**config.mk**
```make
export PLATFORM = sky130hd
export DESIGN_NAME = newton_raphson_cubic_root_unit
export DESIGN_NICKNAME = d
export VERILOG_FILES = /design/src/hw/rtl/nrcr_pkg.sv /design/src/hw/rtl/newton_raphson_cubic_root_unit.sv
export SDC_FILE = /design/constraint.sdc
export NUM_CORES = 2
export LEC_CHECK = 0
export BUFFER_PORTS_ARGS = -buffer_cell sky130_fd_sc_hd__clkbuf_2
export CAP_MARGIN = 20
export CORE_MARGIN = 1
export CORE_UTILIZATION = 50
export CTS_BUF_LIST = sky130_fd_sc_hd__clkbuf_16
export CTS_CLUSTER_DIAMETER = 100
export CTS_CLUSTER_SIZE = 40
export DETAILED_ROUTE_END_ITERATION = 16
export GPL_TIMING_DRIVEN = 0
export PLACE_DENSITY_LB_ADDON = 0.05
export REMOVE_ABC_BUFFERS = 1
export SKIP_LAST_GASP = 1
export SYNTH_ARGS = -nofsm -noshare
export SYNTH_HDL_FRONTEND = slang
export SYNTH_SLANG_ARGS = --single-unit
```
**constraint.sdc**
```tcl
create_clock -name i_clk -period 18.2 [get_ports i_clk]
set_input_delay 0.91 -clock i_clk [delete_from_list [all_inputs] [get_ports i_clk]]
set_output_delay 0.91 -clock i_clk [all_outputs]
set_load 0.05 [all_outputs]
```
**src/hw/rtl/nrcr_pkg.sv**
```systemverilog
// Package for the Newton-Raphson cubic root unit.
// Holds widths, the outcome and config index codes and the sequencer state type. No dependencies.
`default_nettype none
package nrcr_pkg;

    localparam int TOL_W  = 24;
    localparam int ITER_W = 8;
    localparam int OUT_W  = 32;
    localparam int CFG_ADDR_W = 1;
    localparam int CFG_DATA_W = 24;

    typedef enum logic [1:0] {
        OC_CONVERGED = 2'd0,
        OC_LIMIT     = 2'd1,
        OC_ZERO_DER  = 2'd2
    } t_outcome;

    typedef enum logic [0:0] {
        CFG_TOLERANCE = 1'b0,
        CFG_MAX_ITER  = 1'b1
    } t_cfg_idx;

    typedef enum logic [3:0] {
        ST_IDLE,
        ST_CHECK,
        ST_MUL_X2,
        ST_MUL_X3,
        ST_FUNC,
        ST_DERIV,
        ST_DIV_SETUP,
        ST_DIV,
        ST_UPDATE,
        ST_DONE
    } t_state;

endpackage
`default_nettype wire

```
**src/hw/rtl/newton_raphson_cubic_root_unit.sv**
```systemverilog
// Newton-Raphson root finder for f(x)=5x^3+3x^2-3, signed fixed point.
// Depends on nrcr_pkg. Checker lives in nrcr_checker.sv.
//
//  channel   dir  handshake               payload
//  s_axis    in   s_axis_tvalid/tready    tdata[31:0] initial_guess
//  m_axis    out  m_axis_tvalid/tready    tdata[41:0] root, outcome, iterations
//  cfg       in   i_cfg_we                i_cfg_idx, i_cfg_data
//
// One iteration steps through check, the x^2 and x^3 multiplies, the function
// and derivative combines, divider setup, VALUE_WIDTH+FRACTION_BITS restoring
// divide steps and the update; the default format is Q16.16. A run also
// passes the accept state, a final check on the limit path and the result
// state. Synchronous active-low reset; no clearing pass.
// One item at a time: s_axis_tready is low from transfer in until the result is taken.
`default_nettype none
module newton_raphson_cubic_root_unit
    import nrcr_pkg::*;
#(
    parameter int VALUE_WIDTH   = 32,
    parameter int FRACTION_BITS = 16
) (
    input  wire logic                  i_clk,
    input  wire logic                  i_rst_n,
    input  wire logic                  s_axis_tvalid,
    output logic                       s_axis_tready,
    input  wire logic [31:0]           s_axis_tdata,   // [31:0] initial_guess
    output logic                       m_axis_tvalid,
    input  wire logic                  m_axis_tready,
    output logic [47:0]                m_axis_tdata,   // [31:0] root_value,
                                                       // [33:32] outcome,
                                                       // [41:34] iterations_used
    input  wire logic                  i_cfg_we,
    input  wire logic [CFG_ADDR_W-1:0] i_cfg_idx,
    input  wire logic [CFG_DATA_W-1:0] i_cfg_data
);

    localparam int W  = VALUE_WIDTH;
    localparam int FB = FRACTION_BITS;
    localparam int PW = 2 * W;               // magnitude product width
    localparam int NW = W + FB;              // shifted numerator width
    localparam int CW = $clog2(NW + 1);
    localparam logic [W-1:0] MAXV = {1'b0, {(W-1){1'b1}}};
    localparam logic [W-1:0] MINV = {1'b1, {(W-1){1'b0}}};

    t_state r_state, n_state;
    logic [TOL_W-1:0]  r_tol;
    logic [ITER_W-1:0] r_max_iter;
    logic signed [W-1:0] r_x, r_x2, r_x3, r_f, r_d;
    logic [ITER_W-1:0] r_k;
    t_outcome r_outcome;
    logic [NW-1:0] r_quo, r_num;
    logic [W:0]    r_rem;
    logic [W-1:0]  r_den;
    logic          r_qneg;
    logic [CW-1:0] r_cnt;
    logic [OUT_W-1:0] root_out;

    // ---------- saturating helpers ----------
    function automatic logic [W-1:0] sat_sgn(input logic neg, input logic [PW:0] mag);
        logic [W-1:0] res;
        begin
            if (neg) begin
                if (mag > {{(PW-W+1){1'b0}}, MINV}) res = MINV;
                else res = W'(-mag);
            end else begin
                if (mag > {{(PW-W+1){1'b0}}, MAXV}) res = MAXV;
                else res = mag[W-1:0];
            end
            return res;
        end
    endfunction

    function automatic logic [W-1:0] abs_v(input logic signed [W-1:0] v);
        return v[W-1] ? W'(-v) : v;
    endfunction

    function automatic logic signed [W-1:0] sadd(input logic signed [W-1:0] a,
                                                 input logic signed [W-1:0] b);
        logic signed [W:0] s;
        begin
            s = {a[W-1], a} + {b[W-1], b};
            if (s[W] != s[W-1]) return s[W] ? MINV : MAXV;
            return s[W-1:0];
        end
    endfunction

    // ---------- shared multiplier ----------
    logic signed [W-1:0] mul_a, mul_b, mul_res;
    logic [PW-1:0] mul_full;
    always_comb begin
        mul_a = r_x;
        mul_b = r_x;
        if (r_state == ST_MUL_X3) begin
            mul_a = r_x2;
        end
        mul_full = PW'(abs_v(mul_a)) * PW'(abs_v(mul_b));
        mul_res  = sat_sgn(mul_a[W-1] ^ mul_b[W-1], (PW+1)'(mul_full >> FB));
    end

    // small constant multiply: exact then saturate
    function automatic logic signed [W-1:0] mulk(input logic signed [W-1:0] v,
                                                 input logic [3:0] k);
        logic [PW:0] m;
        begin
            m = (PW+1)'(abs_v(v)) * (PW+1)'(k);
            return sat_sgn(v[W-1], m);
        end
    endfunction

    logic signed [W-1:0] c_three;
    assign c_three = sat_sgn(1'b0, (PW+1)'(3) << FB);

    // ---------- divider step ----------
    logic [W:0]  div_trial;
    logic [W+1:0] div_shift;
    logic        div_take;
    always_comb begin
        div_shift = {r_rem, r_num[NW-1]};
        div_take  = div_shift >= {2'b00, r_den};
        div_trial = div_take ? (W+1)'(div_shift - {2'b00, r_den}) : div_shift[W:0];
    end

    // quotient saturation: highest bits overflow flag kept in r_quo path
    logic r_qhuge;
    logic signed [W-1:0] quo_sat, x1, x_in;
    logic [W:0] step;
    logic [32:0] in_mag;
    always_comb begin
        quo_sat = sat_sgn(r_qneg, (PW+1)'(r_quo) | ((PW+1)'(r_qhuge) << W));
        x1 = sadd(r_x, (quo_sat == MINV) ? MAXV : W'(-quo_sat));
        if (quo_sat == MINV && !r_x[W-1]) x1 = MAXV;
        else if (quo_sat == MINV) x1 = sadd(sadd(r_x, MAXV), W'(1));
        step = (x1 >= r_x) ? (W+1)'({x1[W-1], x1} - {r_x[W-1], r_x})
                           : (W+1)'({r_x[W-1], r_x} - {x1[W-1], x1});
        // guess magnitude from the full 32-bit input, then fit to the value width
        in_mag = s_axis_tdata[31] ? 33'd0 - {1'b1, s_axis_tdata} : {1'b0, s_axis_tdata};
        x_in = sat_sgn(s_axis_tdata[31], (PW+1)'(in_mag));
    end

    // ---------- next state ----------
    always_comb begin
        n_state = r_state;
        case (r_state)
            ST_IDLE:      if (s_axis_tvalid) n_state = ST_CHECK;
            ST_CHECK:     n_state = (r_k == r_max_iter) ? ST_DONE : ST_MUL_X2;
            ST_MUL_X2:    n_state = ST_MUL_X3;
            ST_MUL_X3:    n_state = ST_FUNC;
            ST_FUNC:      n_state = ST_DERIV;
            ST_DERIV:     n_state = ST_DIV_SETUP;
            ST_DIV_SETUP: n_state = (r_d == '0) ? ST_DONE : ST_DIV;
            ST_DIV:       if (r_cnt == CW'(NW - 1)) n_state = ST_UPDATE;
            ST_UPDATE:    n_state = (step < (W+1)'(r_tol)) ? ST_DONE : ST_CHECK;
            ST_DONE:      if (m_axis_tready) n_state = ST_IDLE;
            default:      n_state = ST_IDLE;
        endcase
    end

    // ---------- registers ----------
    always_ff @(posedge i_clk) begin
        if (!i_rst_n) begin
            r_state    <= ST_IDLE;
            r_tol      <= TOL_W'(66);
            r_max_iter <= ITER_W'(20);
        end else begin
            r_state <= n_state;
            if (i_cfg_we) begin
                case (t_cfg_idx'(i_cfg_idx))
                    CFG_TOLERANCE: r_tol      <= i_cfg_data;
                    CFG_MAX_ITER:  r_max_iter <= i_cfg_data[ITER_W-1:0];
                    default: ;
                endcase
            end
        end
    end

    always_ff @(posedge i_clk) begin
        case (r_state)
            ST_IDLE: begin
                r_x       <= x_in;
                r_k       <= '0;
                r_outcome <= OC_LIMIT;
            end
            ST_MUL_X2: r_x2 <= mul_res;
            ST_MUL_X3: r_x3 <= mul_res;
            ST_FUNC:   r_f  <= sadd(sadd(mulk(r_x3, 4'd5), mulk(r_x2, 4'd3)),
                                    (c_three == MINV) ? MAXV : W'(-c_three));
            ST_DERIV:  r_d  <= sadd(mulk(r_x2, 4'd15), mulk(r_x, 4'd6));
            ST_DIV_SETUP: begin
                if (r_d == '0) r_outcome <= OC_ZERO_DER;
                r_num   <= NW'(abs_v(r_f)) << FB;
                r_den   <= abs_v(r_d);
                r_rem   <= '0;
                r_quo   <= '0;
                r_qhuge <= 1'b0;
                r_qneg  <= r_f[W-1] ^ r_d[W-1];
                r_cnt   <= '0;
            end
            ST_DIV: begin
                r_rem <= div_trial;
                r_num <= r_num << 1;
                // bits above the value width only flag overflow
                if (div_take && r_quo[NW-1:W-1] != '0) r_qhuge <= 1'b1;
                r_quo <= {r_quo[NW-2:0], div_take};
                r_cnt <= r_cnt + CW'(1);
            end
            ST_UPDATE: begin
                r_x <= x1;
                r_k <= r_k + ITER_W'(1);
                if (step < (W+1)'(r_tol)) r_outcome <= OC_CONVERGED;
            end
            default: ;
        endcase
    end

    always_comb begin
        if (W > OUT_W) begin
            if ($signed(r_x) > $signed(W'({1'b0, {(OUT_W-1){1'b1}}})))
                root_out = {1'b0, {(OUT_W-1){1'b1}}};
            else if ($signed(r_x) < -$signed(W'({1'b0, {(OUT_W-1){1'b1}}})) - 1)
                root_out = {1'b1, {(OUT_W-1){1'b0}}};
            else root_out = OUT_W'(r_x);
        end else begin
            root_out = OUT_W'(signed'(r_x));
        end
    end

    // ---------- outputs ----------
    always_comb begin
        s_axis_tready = (r_state == ST_IDLE);
        m_axis_tvalid = (r_state == ST_DONE);
        m_axis_tdata  = {6'd0, (r_outcome == OC_LIMIT) ? r_max_iter : r_k,
                         r_outcome, root_out};
    end

endmodule
`default_nettype wire

```
==> results.py <==
metrics = {
    "run_status": {
        "outcome": "finished clean",
    },
    "sta": {
        "rsz0062_at_grt": "false",
        "hold_viol": 0,
        "finalCritPeriodShare_pct": 93.9,
        "max_freq_mhz": 58.5,
        "max_slew.worst_pin.slew_ps": 1260,
        "maxSlewHeadroom_pct": 14.6,
        "timing.hold.ws_ps": 477,
        "fin_crit_ps": 17090,
        "setup_viol": 0,
        "drv_slew": 0,
        "skew_ps": 88.2,
        "tns_ps": 0,
    },
    "yosys": {
        "synth_area_leader_cell": "fa_1",
        "synth_warnings": 0,
        "synth.area.top_cells": "fa_1 (23%), edfxtp_1 (12%), ha_1 (9.9%)",
        "syn-cell-area_sq_um": 84200,
        "synth_seq_cells": 359,
        "ys_seq_area_share_pct": 12.4,
        "yosysUniqueCellTypes": 121,
        "synth_edf_count": 323,
        "synth_top_area_share_pct": 23.0,
        "ys.flop_type": "edfxtp_1",
        "synth_area_per_cell_sq_um": 8.04,
        "async_flop_share_pct": 0,
        "syn_inst": 10500,
    },
    "critical_path": {
        "r2r_end": "r_outcome[0]$_DFFE_PP_",
        "critPathLaunch": "r_quo[2]$_SDFFCE_PN0P_",
        "regToRegStartpoint": "r_quo[2]$_SDFFCE_PN0P_",
        "crit_buf_inv": 2,
        "crit_path_end": "r_outcome[0]$_DFFE_PP_",
        "critPathArrivalTime_ps": 17460,
        "path_class": "register to register",
        "endpoint_kind": "register",
        "crit_family": "compound AO/OA/AOI/OAI gates",
        "slowest_delay_ps": 880,
        "crit_fanout": 25,
        "crit_required_ps": 18570,
        "r2r_slack_ps": 1110,
        "crit_cells": 49,
        "cpMaxStageDelayCell": "ha_1",
        "startpoint_type": "register",
        "reg2regPathDepth": 49,
        "crit_top_cell": "a21oi_1",
    },
    "global_routing": {
        "grt_pass1_wl_microns": 446000,
        "grt_use_met2_pct": 54.6,
        "track_usage_pct": 33.8,
        "grt_max_degree": 104,
        "grt_pass1_vias": 73500,
        "use_met1_pct": 47.2,
        "grt_use_met3_pct": 3.32,
        "top_usage_layer": "met2",
        "antenna_found_initial": 8,
        "gr-total-overflow": 0,
    },
    "clock_tree": {
        "cts_htree_levels": 1,
        "cts.sinks": 359,
        "post-cts-setup-buffers": 0,
        "clock_path_buffers": 3,
        "postCtsHoldBufs": 0,
        "cts_tree": "done",
        "clk_pin_slew_ps": 130,
        "cts_buffers": 22,
        "cts-root-buf": "clkbuf_16",
        "cts_resized": 0,
        "clkLatencyLatePin_ps": 670,
    },
    "drt": {
        "wirelength_microns": 289000,
        "drt_pass1_iterations": 6,
        "viasPerCell": 6.10,
        "drc": 0,
        "antenna_left": 0,
        "num_vias": 76100,
        "first_iter_violations": 6739,
        "routedWlPerCell_microns": 23.2,
    },
    "flow_run": {
        "max-cap-violations": 0,
    },
    "finish": {
        "nets": 11900,
        "drive_above_1_share_pct": 5.84,
        "num-fill-cells": 15800,
        "syn_to_final_growth_pct": 6.89,
        "stdcell_count": 12500,
        "final_util_pct": 53.8,
    },
    "worst_hold_path": {
        "hold_depth": 3,
        "hold_path_class": "primary input to register",
    },
    "placed_design": {
        "dp_hpwl_microns": 242000,
        "numPortBuffers": 105,
        "place_inst": 12400,
        "gp_congestion": 0.981,
    },
    "die": {
        "die_area_sq_um": 170000,
        "initial_utilization_pct": 50.3,
        "rows": 150,
        "core-area_sq_um": 167000,
        "die_w_microns": 412,
        "ios": 112,
        "fp.dieH_microns": 412,
    },
}
per-stage QoR:
step | area, sq um | setup slack [ps]
3_5_place_dp | 88900 | 1440
5_1_grt | 90000 | 157
6_report | 90000 | 1110
2_1_floorplan | 82100 | 3210
3_3_place_gp | 85400 | -4390
4_1_cts | 89900 | 1400
logic make-up after synthesis:
group	count (synthesis)	share of synthesized area, %
and+or+nand+nor	3511	19.9
AOI/OAI and AO/OA	2391	19.0
buffers and inverters	1891	8.54
adders and majority gates	1628	32.8
xor gates and xnor gates	609	6.34
DFF	359	12.4
muxes	82	1.00
other	1	0.00446
synthesized netlist by cell type, types with 33 or more instances:
| cell | number |
|---|---|
| a2111oi_0 | 38 |
| a211o_1 | 37 |
| a211oi_1 | 91 |
| a21boi_0 | 42 |
| a21o_1 | 225 |
| a21oi_1 | 570 |
| a2bb2oi_1 | 33 |
| a31oi_1 | 88 |
| and2_1 | 256 |
| and3_1 | 87 |
| clkbuf_1 | 469 |
| dfxtp_1 | 36 |
| edfxtp_1 | 323 |
| fa_1 | 965 |
| ha_1 | 663 |
| inv_1 | 1338 |
| mux2i_1 | 63 |
| nand2_1 | 1458 |
| nand2b_1 | 93 |
| nand3_1 | 191 |
| nand4_1 | 105 |
| nor2_1 | 618 |
| nor2b_1 | 57 |
| nor3_1 | 235 |
| nor4_1 | 71 |
| o211ai_1 | 70 |
| o21a_1 | 110 |
| o21ai_0 | 457 |
| o21ai_1 | 63 |
| o21bai_1 | 47 |
| o22ai_1 | 53 |
| o31ai_1 | 76 |
| or2_2 | 49 |
| or3_1 | 93 |
| or4_1 | 47 |
| xnor2_1 | 394 |
| xor2_1 | 215 |
final cells by class:
class                   instances  area (sq um)  area share, %
clock buffers                  22           551          0.612
multi-input cells            8227         67400           74.9
diodes                          2          5.00        0.00556
inverters                    1359          5110           5.68
flip-flops and latches        359         10400           11.6
clock inverters                18           415          0.462
well taps                    2204          2760           3.07
repair buffers                277          3320           3.70
how the worst min path moves through the flow:
stage | start | slack, ps | endpoint
CTS | i_cfg_data[14] | 450 | r_tol[14]$_SDFFE_PN0P_
detailed placement | r_tol[18]$_SDFFE_PN0P_ | 460 | r_tol[18]$_SDFFE_PN0P_
floorplan | r_tol[10]$_SDFFE_PN0P_ | 440 | r_tol[10]$_SDFFE_PN0P_
finish | i_cfg_data[14] | 480 | r_tol[14]$_SDFFE_PN0P_
global route | i_cfg_data[6] | 480 | r_max_iter[6]$_SDFFE_PN0P_
global placement | r_tol[5]$_SDFFE_PN0P_ | 460 | r_tol[5]$_SDFFE_PN0P_
tightest hold or removal path, stage by stage:
cell and delay, ps:
clkbuf_2 80, nand2_1 40, a21boi_0 60
layout by cell type (no fill, tap or decap), drive strengths merged, types with 88 or more instances in the layout:
cell type / count
nor2: 619
xor2: 215
inv: 1358
xnor2: 394
a21o: 225
clkbuf: 128
o21ai: 522
nand4: 105
and2: 257
ha: 663
o21a: 110
nand2: 1459
a211oi: 96
buf: 169
a31oi: 88
edfxtp: 323
or3: 93
fa: 965
nand3: 192
nand2b: 93
nor3: 241
a21oi: 575
state kept, by name (all words and copies together), names as in the netlist:
signal / flops
r_f: 32
r_den: 32
r_k: 8
r_max_iter: 8
r_outcome: 2
r_x2: 32
mul_b: 32
r_rem: 33
r_x3: 32
r_d: 32
r_num: 32
r_state: 4
r_tol: 24
r_qneg: 1
r_qhuge: 1
r_cnt: 6
r_quo: 48
layer usage:
layer | vias up | share of wire [%]
met5 | - | 0.018
met4 | 8 | 4.0
met3 | 432 | 5.8
met2 | 2583 | 46
met1 | 37900 | 44
li1 | 35200 | -
Power is left out: the tool's default activity adds up to more than one toggle a clock period on the data nets, which glitch-free logic cannot reach.
